==> config.mk <==
export PLATFORM = sky130hd
export DESIGN_NAME = positional_byte_list_unit
export DESIGN_NICKNAME = d
export VERILOG_FILES = /design/src/hdl/pbl_pkg.sv /design/src/hdl/positional_byte_list_unit.sv /design/src/hdl/pbl_cell.sv /design/src/hdl/pbl_ctrl.sv
export SDC_FILE = /design/constraint.sdc
export NUM_CORES = 1
export LEC_CHECK = 0
export BUFFER_PORTS_ARGS = -buffer_cell sky130_fd_sc_hd__buf_2
export CORE_MARGIN = 8
export CORE_UTILIZATION = 35
export CTS_CLUSTER_DIAMETER = 40
export DETAILED_ROUTE_END_ITERATION = 16
export PLACE_DENSITY = 0.59
export SETUP_SLACK_MARGIN = 0.15
export SLEW_MARGIN = 20
export SYNTH_ARGS = -nofsm -noshare
export SYNTH_HDL_FRONTEND = slang
export SYNTH_SLANG_ARGS = --single-unit
==> constraint.sdc <==
create_clock -name clk -period 4.54 [get_ports clk]
set_input_delay 1.135 -clock clk [delete_from_list [all_inputs] [get_ports clk]]
set_output_delay 1.135 -clock clk [all_outputs]
set_load 0.01 [all_outputs]
==> src/hdl/pbl_pkg.sv <==
// shared codes and types for the positional byte list
`timescale 1ns / 1ps
package pbl_pkg;

    localparam int ModeW   = 3;
    localparam int PosW    = 5;
    localparam int ByteW   = 8;
    localparam int StatusW = 2;
    localparam int LenW    = 5;

    localparam logic [ModeW-1:0] MODE_INS_FRONT = 3'd0;
    localparam logic [ModeW-1:0] MODE_INS_BACK  = 3'd1;
    localparam logic [ModeW-1:0] MODE_INS_POS   = 3'd2;
    localparam logic [ModeW-1:0] MODE_REM_FRONT = 3'd3;
    localparam logic [ModeW-1:0] MODE_REM_BACK  = 3'd4;
    localparam logic [ModeW-1:0] MODE_REM_POS   = 3'd5;

    localparam logic [StatusW-1:0] STAT_OK    = 2'd0;
    localparam logic [StatusW-1:0] STAT_FULL  = 2'd1;
    localparam logic [StatusW-1:0] STAT_EMPTY = 2'd2;
    localparam logic [StatusW-1:0] STAT_RANGE = 2'd3;

    typedef struct packed {
        logic ins;
        logic rem;
    } pbl_op_t;

endpackage

==> src/hdl/positional_byte_list_unit.sv <==
// top level of the positional byte list: control and chain of cells
`timescale 1ns / 1ps
// result of an accepted request is valid in the output register in the cycle after accept
// throughput: one request per cycle unless in_stall holds it; every cell shifts in the same edge
// in_stall is high only while a result waits and out_stall holds it
// reset clears the element count and the output valid; the result payload and cell
// contents are not reset, and cells hold no meaning until written by an insert
module positional_byte_list_unit import pbl_pkg::*; #(
    parameter int CAPACITY = 16
) (
    input  logic               clk,
    input  logic               rst_n,
    // request channel
    input  logic               in_valid,
    output logic               in_stall,
    input  logic [ModeW-1:0]   mode,
    input  logic [PosW-1:0]    position,
    input  logic [ByteW-1:0]   data_in,
    // result channel
    output logic               out_valid,
    input  logic               out_stall,
    output logic [ByteW-1:0]   data_out,
    output logic [StatusW-1:0] status,
    output logic [LenW-1:0]    length
);

    // count must hold CAPACITY itself
    localparam int CntW = $clog2(CAPACITY + 1);

    logic [CntW-1:0]    count_reg;
    logic [CntW-1:0]    count_next;
    logic               out_valid_reg;
    logic [ByteW-1:0]   data_out_reg;
    logic [StatusW-1:0] status_reg;
    logic [LenW-1:0]    length_reg;

    logic               accept;
    pbl_op_t            op;
    logic [CntW-1:0]    slot;
    logic [StatusW-1:0] req_status;

    // chain wiring: cell data and the removed-byte collection path
    logic [ByteW-1:0]   cell_data [CAPACITY];
    logic [ByteW-1:0]   tap       [CAPACITY+1];

    // a new request is taken unless a finished result is held back
    assign in_stall = out_valid_reg && out_stall;
    assign accept   = in_valid && !in_stall;

    pbl_ctrl #(
        .Capacity (CAPACITY),
        .CntW     (CntW)
    ) u_ctrl (
        .mode       (mode),
        .position   (position),
        .count      (count_reg),
        .op         (op),
        .slot       (slot),
        .status     (req_status),
        .count_next (count_next)
    );

    assign tap[0] = '0;

    genvar gi;
    generate
        for (gi = 0; gi < CAPACITY; gi++)
        begin : g_cell
            logic [ByteW-1:0] left_d;
            logic [ByteW-1:0] right_d;

            // front cell has no left neighbor, back cell no right neighbor
            if (gi == 0)
            begin : g_front
                assign left_d = '0;
            end
            else
            begin : g_left
                assign left_d = cell_data[gi-1];
            end

            if (gi == CAPACITY - 1)
            begin : g_back
                assign right_d = '0;
            end
            else
            begin : g_right
                assign right_d = cell_data[gi+1];
            end

            pbl_cell #(
                .Idx   (gi),
                .SlotW (CntW)
            ) u_cell (
                .clk     (clk),
                .en      (accept),
                .op      (op),
                .slot    (slot),
                .data_in (data_in),
                .left    (left_d),
                .right   (right_d),
                .tap_in  (tap[gi]),
                .data    (cell_data[gi]),
                .tap_out (tap[gi+1])
            );
        end
    endgenerate

    // length and output valid
    always_ff @(posedge clk or negedge rst_n)
    begin
        if (!rst_n)
        begin
            count_reg     <= '0;
            out_valid_reg <= 1'b0;
        end
        else
        begin
            if (accept)
            begin
                count_reg     <= count_next;
                out_valid_reg <= 1'b1;
            end
            else if (!out_stall)
            begin
                out_valid_reg <= 1'b0;
            end
        end
    end

    // result payload, loaded with each accepted request
    always_ff @(posedge clk)
    begin
        if (accept)
        begin
            data_out_reg <= tap[CAPACITY];
            status_reg   <= req_status;
            length_reg   <= LenW'(count_next);
        end
    end

    assign out_valid = out_valid_reg;
    assign data_out  = data_out_reg;
    assign status    = status_reg;
    assign length    = length_reg;

endmodule

==> src/hdl/pbl_cell.sv <==
// one storage cell of the list chain
`timescale 1ns / 1ps
module pbl_cell import pbl_pkg::*; #(
    parameter int Idx   = 0,
    parameter int SlotW = 5
) (
    input  logic             clk,
    input  logic             en,
    input  pbl_op_t          op,
    input  logic [SlotW-1:0] slot,
    input  logic [ByteW-1:0] data_in,
    input  logic [ByteW-1:0] left,
    input  logic [ByteW-1:0] right,
    input  logic [ByteW-1:0] tap_in,
    output logic [ByteW-1:0] data,
    output logic [ByteW-1:0] tap_out
);

    localparam logic [SlotW-1:0] MyIdx = SlotW'(Idx);

    logic [ByteW-1:0] data_reg;
    logic [ByteW-1:0] data_next;
    logic             hit;
    logic             above;

    assign hit   = (slot == MyIdx);
    assign above = (MyIdx > slot);

    always_comb
    begin
        data_next = data_reg;
        if (op.ins)
        begin
            if (above)
                data_next = left;
            else if (hit)
                data_next = data_in;
        end
        else if (op.rem)
        begin
            if (above || hit)
                data_next = right;
        end
    end

    always_ff @(posedge clk)
    begin
        if (en)
            data_reg <= data_next;
    end

    assign data    = data_reg;
    // removed byte travels down the chain
    assign tap_out = tap_in | ((op.rem && hit) ? data_reg : '0);

endmodule

==> src/hdl/pbl_ctrl.sv <==
// request decode, range checks and length update
`timescale 1ns / 1ps
module pbl_ctrl import pbl_pkg::*; #(
    parameter int Capacity = 16,
    parameter int CntW     = 5
) (
    input  logic [ModeW-1:0]   mode,
    input  logic [PosW-1:0]    position,
    input  logic [CntW-1:0]    count,
    output pbl_op_t            op,
    output logic [CntW-1:0]    slot,
    output logic [StatusW-1:0] status,
    output logic [CntW-1:0]    count_next
);

    localparam int CmpW = ((CntW > PosW) ? CntW : PosW) + 1;
    localparam logic [CntW-1:0] Full = CntW'(Capacity);

    logic [CmpW-1:0] pos_w;
    logic [CmpW-1:0] cnt_w;
    logic [CmpW-1:0] pos_m1;

    assign pos_w  = CmpW'(position);
    assign cnt_w  = CmpW'(count);
    assign pos_m1 = pos_w - CmpW'(1);

    always_comb
    begin
        op         = '0;
        slot       = '0;
        status     = STAT_OK;
        count_next = count;
        case (mode) inside
            MODE_INS_FRONT, MODE_INS_BACK, MODE_INS_POS:
            begin
                if (count >= Full)
                    status = STAT_FULL;
                else if (mode == MODE_INS_POS &&
                         (pos_w == '0 || pos_w > cnt_w + CmpW'(1)))
                    status = STAT_RANGE;
                else
                begin
                    op.ins     = 1'b1;
                    count_next = count + CntW'(1);
                    if (mode == MODE_INS_BACK)
                        slot = count;
                    else if (mode == MODE_INS_POS)
                        slot = CntW'(pos_m1);
                end
            end
            MODE_REM_FRONT, MODE_REM_BACK, MODE_REM_POS:
            begin
                if (count == '0)
                    status = STAT_EMPTY;
                else if (mode == MODE_REM_POS && (pos_w == '0 || pos_w > cnt_w))
                    status = STAT_RANGE;
                else
                begin
                    op.rem     = 1'b1;
                    count_next = count - CntW'(1);
                    if (mode == MODE_REM_BACK)
                        slot = count - CntW'(1);
                    else if (mode == MODE_REM_POS)
                        slot = CntW'(pos_m1);
                end
            end
            default:
            begin
                status = STAT_OK;
            end
        endcase
    end

endmodule

==> impl_metrics.env, run 1 <==
export IMPL_status="complete, no violations"
export IMPL_crit_top_cell="ha_1"
export IMPL_cp_cell_sequence="ha_1, and3_1, xnor2_1, ha_1, nand3_1, o21bai_1, a31oi_1, buf_4, a2111o_1, o221a_2, and2_4, a222oi_1, o211ai_1, or3_1"
export IMPL_pwr_share_clk_pct=28.1
export IMPL_critPathLaunchType="flip-flop"
export IMPL_rsz0062_at_grt="false"
export IMPL_cts_max_level=4
export IMPL_dpl_hpwl_um=26410
export IMPL_p_int_mw=3.541
export IMPL_nFillCells=2624
export IMPL_hp_class="flip-flop to flip-flop"
export IMPL_grt_pass1_wl_um=53600
export IMPL_nNetsFinal=1049
export IMPL_synth_area_leader_cell="edfxtp_1"
export IMPL_p_seq_share_pct=37.3
export IMPL_mappedNetlistArea_mm2=0.009487
export IMPL_gp_congestion=1.027
export IMPL_vias=8306
export IMPL_drtPass1Iterations=7
export IMPL_postCtsSetupBuffers=0
export IMPL_fp_dieH_um=180.6
export IMPL_dieArea_mm2=0.03263
export IMPL_p_sw_share_pct=36.84
export IMPL_path_clk_slew_ns=0.06
export IMPL_vdd_ir_drop_worst_v=0.0002853
export IMPL_p_leak_nw=4.335
export IMPL_path_max_fanout=7
export IMPL_area_growth_pct=16.61
export IMPL_finalCritPeriodShare_pct=95.22
export IMPL_drt_first_iter_violations=1034
export IMPL_die_w_um=180.6
export IMPL_largest_register_ffs=128
export IMPL_gr_total_overflow=0
export IMPL_finalHoldViolCount=0
export IMPL_p_total_mw=5.607
export IMPL_diodes=0
export IMPL_syn_nets=984
export IMPL_cp_arrival_ns=4.49
export IMPL_grt_usage_pct=21.64
export IMPL_ios=37
export IMPL_ys_types=82
export IMPL_cts_made_buffers=17
export IMPL_viasPerCell=6.067
export IMPL_ctsRootBufferMaster="clkbuf_16"
export IMPL_critPathKind="flip-flop to flip-flop"
export IMPL_timing_final_max_slew_violations=0
export IMPL_drive_above_1_share_pct=18.00
export IMPL_postSynthCellCount=951
export IMPL_drt_total_wl_um=35890
export IMPL_cts_tree="built"
export IMPL_p_sw_mw=2.066
export IMPL_port_buffers=36
export IMPL_crit_required_ns=4.71
export IMPL_skew_ns=0.009587
export IMPL_pwr_share_comb_pct=34.6
export IMPL_yosysMostFrequentCell="nand2_1"
export IMPL_critPathMaxStageDelay_ns=0.47
export IMPL_powerDensity_mw_per_mm2=506.8
export IMPL_core_mm2=0.02680
export IMPL_cts_sinks=149
export IMPL_fin_util_pct=41.27
export IMPL_setup_viol=0
export IMPL_ys_seq_area_share_pct=46.85
export IMPL_avgRoutedWirePerCell_um=26.21
export IMPL_grt_max_degree=226
export IMPL_ant_nets=0
export IMPL_clock_latency_ns=0.43
export IMPL_synth_area_leaders="edfxtp_1, mux2i_1, nand2_1"
export IMPL_grt_pass1_vias=8130
export IMPL_synth_ff_type="edfxtp_1"
export IMPL_clk_path_buf_depth=2
export IMPL_fmax_ghz=0.2313
export IMPL_ys_async_sr_fraction_pct=4.027
export IMPL_start_util_pct=35.40
export IMPL_drv_cap=0
export IMPL_syn_avg_cell_area_um2=9.975
export IMPL_synth_edf_count=143
export IMPL_std_cell_rows=60
export IMPL_yosysTopAreaCellShare_pct=45.27
export IMPL_synth_common_cells="nand2_1, edfxtp_1, o21ai_0"
export IMPL_ys_warn_count=0
export IMPL_tightest_slew_ns=0.9560
export IMPL_antenna_found_initial=0
export IMPL_slowest_stage="a2111o_1"
export IMPL_ys_seq_elements=149
export IMPL_crit_path_end_kind="flip-flop"
export IMPL_drc=0
export IMPL_hold_buffers=0
export IMPL_fin_crit_ns=4.323
export IMPL_relSlewSlack_pct=36.27
==> metal layers <==
metal / part of all wire, % / track usage, % / vias up
met5: 0 / 0 / -
met1: 43 / 29.19 / 4080
met3: 8.6 / 4.254 / 75
met2: 45 / 33.96 / 412
met4: 3.3 / 7.837 / 0
li1: - / - / 3739
==> stage by stage <==
stage / setup slack (ns) / std cells / setup TNS, ns / hold WS (ns) / cell area, um2
after CTS: 0.2009 / 1369 / 0 / 0.5196 / 11030
final: 0.2172 / 1369 / 0 / 0.5243 / 11060
after global placement: -0.3061 / 1338 / -0.3678 / 0.5185 / 10390
after detailed placement: -0.1965 / 1338 / -0.1968 / 0.5190 / 10390
after floorplan: 0.3949 / 951 / 0 / 0.5160 / 9487
after global routing: 0.1483 / 1369 / 0 / 0.5279 / 11060
==> logic make-up (layout without fill, tap and decap cells) <==
group / count (synthesis) / count (layout) / share of synthesized area [%]
AND/OR/NAND/NOR: 312 / 312 / 15.27
XOR/XNOR: 10 / 10 / 0.9233
AO/OA/AOI/OAI: 273 / 273 / 19.28
flip-flops: 149 / 149 / 46.85
buffers and inverters: 78 / 155 / 3.627
adder cells (fa/ha/maj): 13 / 13 / 1.715
multiplexers: 116 / 116 / 12.33
==> placed cells by master (no fill, tap or decap), types with 17 or more instances in the layout <==
master,instances
nand2_1,177
buf_2,36
a32oi_1,20
edfxtp_1,143
buf_4,76
a22oi_1,21
mux2i_1,109
clkbuf_16,17
o21ai_0,118
nor2_1,38
nand3_1,21
a21oi_1,25
==> area by class of cell <==
cell class	instances	area (um2)	share of cell area (%)
Clock buffer	18	429.2	3.880
Inverter	11	41.29	0.3733
Sequential cell	149	4446	40.19
Multi-Input combinational cell	724	4743	42.88
Tap cell	341	426.7	3.857
Timing Repair Buffer	113	770.7	6.968
Clock inverter	13	205.2	1.855
==> worst paths after layout <==
check / from / to / slack (ns) / cells after the start
hold / removal: out_valid / out_valid / 0.52 / 2
hold reg to reg: out_valid / out_valid / 0.52 / 2
setup / recovery: count_reg[1] / data_out[1] / 0.22 / 14
max in group asynchronous: rst_n / count_reg[1] / 3.84 / 1
setup reg to reg: count_reg[1] / data_out[1] / 0.22 / 14
min in group asynchronous: rst_n / count_reg[3] / 0.53 / 1
==> power by group through the flow <==
stage / combinational (mW) / clock, mW / sequential, mW
after CTS: 1.90 / 1.59 / 2.08
after detailed placement: 1.89 / 0 / 2.11
after floorplan: 1.28 / 0 / 1.97
after global routing: 2.10 / 1.64 / 2.11
after global placement: 1.88 / 0 / 2.11
final: 1.94 / 1.58 / 2.09
==> worst max-delay path: cells and delay by family (launching register included) <==
family | cells | cell delay (ns)
AO/OA/AOI/OAI | 6 | 1.74
XOR/XNOR | 1 | 0.19
adder cells (fa/ha/maj) | 2 | 0.53
buffers and inverters | 1 | 0.20
flip-flops | 1 | 0.46
AND/OR/NAND/NOR | 4 | 0.96
==> repair_timing <==
action                     CTS  global route
pin swaps                    0             1
gates resized for setup      1             8
setup endpoints to repair    1            26
Power figures use the tool's default switching activity.
==> run 2, diff against run 1 <==
- PLACE_DENSITY: 0.59 -> 0.61
- clock period: 4.54 -> 3.6 ns (I/O delays scaled with it)
==> run 2 against run 1 <==
Against the previous run: the run now ends with setup timing left; total power rose by 49%; sequential power rose by 26%; clock power rose by 21%; die area did not move; critical path depth did not move; routed wire length rose by 10%; non-clock buffer count rose by 173; via count rose by 11%; global-route usage rose by 1.6 points; utilization rose by 10 points; sequential share of layout area fell by 8.0 points; final area rose by 25%; critical endpoint is now data_out[0].
==> impl_metrics.env, run 2 (synthesis gave the netlist of run 1 again) <==
export IMPL_fmax_ghz=0.2674
export IMPL_dieArea_mm2=0.03263
export IMPL_start_util_pct=35.40
export IMPL_rrSetupSlack_ns=-0.14
export IMPL_ios=37
export IMPL_drt_total_wl_um=39590
export IMPL_drtPass1Iterations=6
export IMPL_crit_path_end_kind="flip-flop"
export IMPL_timing_final_max_slew_violations=0
export IMPL_status="finished, violations left"
export IMPL_cts_tree="built"
export IMPL_critPathLaunchType="flip-flop"
export IMPL_startpoint="count_reg[0]"
export IMPL_p_leak_nw=5.465
export IMPL_finalHoldViolCount=0
export IMPL_largest_register_ffs=128
export IMPL_grt_max_degree=87
export IMPL_fin_ws_ns=-0.1399
export IMPL_ant_nets=0
export IMPL_path_max_fanout=5
export IMPL_ctsRootBufferMaster="clkbuf_16"
export IMPL_skew_ns=0.02122
export IMPL_avgRoutedWirePerCell_um=25.66
export IMPL_antenna_found_initial=0
export IMPL_worstSetupEndpoint="data_out[0]"
export IMPL_finalCritPeriodShare_pct=103.9
export IMPL_drc=0
export IMPL_cts_made_buffers=17
export IMPL_core_mm2=0.02680
export IMPL_diodes=0
export IMPL_grt_usage_pct=23.20
export IMPL_clk_path_buf_depth=2
export IMPL_placedCellCount=1444
export IMPL_grt_pass1_vias=8968
export IMPL_gp_congestion=1.063
export IMPL_rsz0062_at_grt="true"
export IMPL_grt_pass1_wl_um=57430
export IMPL_port_buffers=36
export IMPL_setup_viol=40
export IMPL_pre_cts_ws_ns=-0.5766
export IMPL_final_common_cell="buf_4"
export IMPL_area_growth_pct=45.46
export IMPL_cp_arrival_ns=3.91
export IMPL_nNetsFinal=1222
export IMPL_clock_latency_ns=0.44
export IMPL_die_w_um=180.6
export IMPL_hp_class="input pin to asynchronous set/reset pin"
export IMPL_tightest_slew_ns=0.7259
export IMPL_vias=9246
export IMPL_drt_first_iter_violations=1234
export IMPL_nFillCells=2370
export IMPL_layout_common_cells="buf_4, nand2_1, edfxtp_1, mux2i_1, o21ai_1"
export IMPL_cts_max_level=4
export IMPL_crit_required_ns=3.77
export IMPL_drive_above_1_share_pct=39.18
export IMPL_viasPerCell=5.992
export IMPL_relSlewSlack_pct=51.60
export IMPL_fin_util_pct=51.49
export IMPL_r2r_start="count_reg[0]"
export IMPL_path_clk_slew_ns=0.08
export IMPL_fp_dieH_um=180.6
export IMPL_fin_crit_ns=3.740
export IMPL_violations="setup timing"
export IMPL_std_cell_rows=60
export IMPL_gr_total_overflow=0
export IMPL_cts_sinks=149
export IMPL_dpl_hpwl_um=28910
export IMPL_drv_cap=0
export IMPL_final_cells=1543
export IMPL_whs_ns=0.2841
export IMPL_powerDensity_mw_per_mm2=604.9
export IMPL_critPathKind="flip-flop to flip-flop"
export IMPL_vdd_ir_drop_worst_v=0.0003252
export IMPL_r2r_end="data_out[0]"
export IMPL_r2r_cells=14
run 2: metrics by stage:
| stage | setup TNS (ns) | area [um2] | power, mW |
|---|---|---|---|
| global placement | -31.28 | 11590 | 5.585 |
| floorplan | 0 | 9712 | 4.240 |
| global route | -9.419 | 13800 | 8.664 |
| finish | -2.905 | 13800 | 8.347 |
| CTS | -1.077 | 13010 | 7.819 |
| detailed placement | -37.07 | 11590 | 5.603 |
run 2: routing by layer:
layer | global-route usage (%) | up-vias | wire length, um
met5 | 0 | - | 0
met4 | 9.689 | 0 | 1783
met3 | 4.315 | 105 | 3364
met2 | 36.99 | 518 | 17890
met1 | 30.45 | 4516 | 16560
li1 | - | 4107 | -
run 2: area by class of cell:
cell class / count / area [um2] / area share (%)
clock buffers: 17 / 425.4 / 3.083
clock inverters: 15 / 181.4 / 1.315
inverters: 11 / 41.29 / 0.2992
multi-input cells: 724 / 5627 / 40.77
flip-flops and latches: 149 / 4448 / 32.23
well taps: 341 / 426.7 / 3.092
repair buffers: 286 / 2650 / 19.20
run 2: worst max-delay path, stage by stage (launching register included):
cell      delay (ns)
dfrtp_2         0.45
ha_4            0.18
and3_4          0.17
xnor2_4         0.15
ha_4            0.24
nand3_4         0.09
o21bai_4        0.13
a31oi_4         0.12
buf_6           0.15
a2111o_1        0.46
o221a_4         0.17
and2_4          0.19
a22oi_2         0.26
nand4b_1        0.17
or4_4           0.53
run 2: timing repair:
item	4_1_cts	5_1_grt
gates resized for setup	120	138
setup endpoints to repair	216	222
setup buffers	27	36
pin swaps	51	59
hold buffers	0	0
cloned	2	2
run 2: worst min path at each step:
stage                         startpoint                   endpoint  slack (ns)  cells past startpoint
3_5_place_dp                   out_valid                  out_valid        0.51                      2
6_report                           rst_n               count_reg[4]        0.28                      1
4_1_cts                            rst_n               count_reg[4]        0.27                      1
2_1_floorplan  g_cell[15].u_cell.data[7]  g_cell[14].u_cell.data[7]        0.52                      2
5_1_grt                            rst_n               count_reg[4]        0.28                      1
3_3_place_gp                   out_valid                  out_valid        0.51                      2
run 2: where the power goes:
part           switching (mW)  leakage [nW]  internal (mW)
Clock                   0.852         0.294           1.06
Sequential              0.311          1.41           2.32
Combinational            2.01          3.77           1.79
Total                    3.17          5.46           5.17
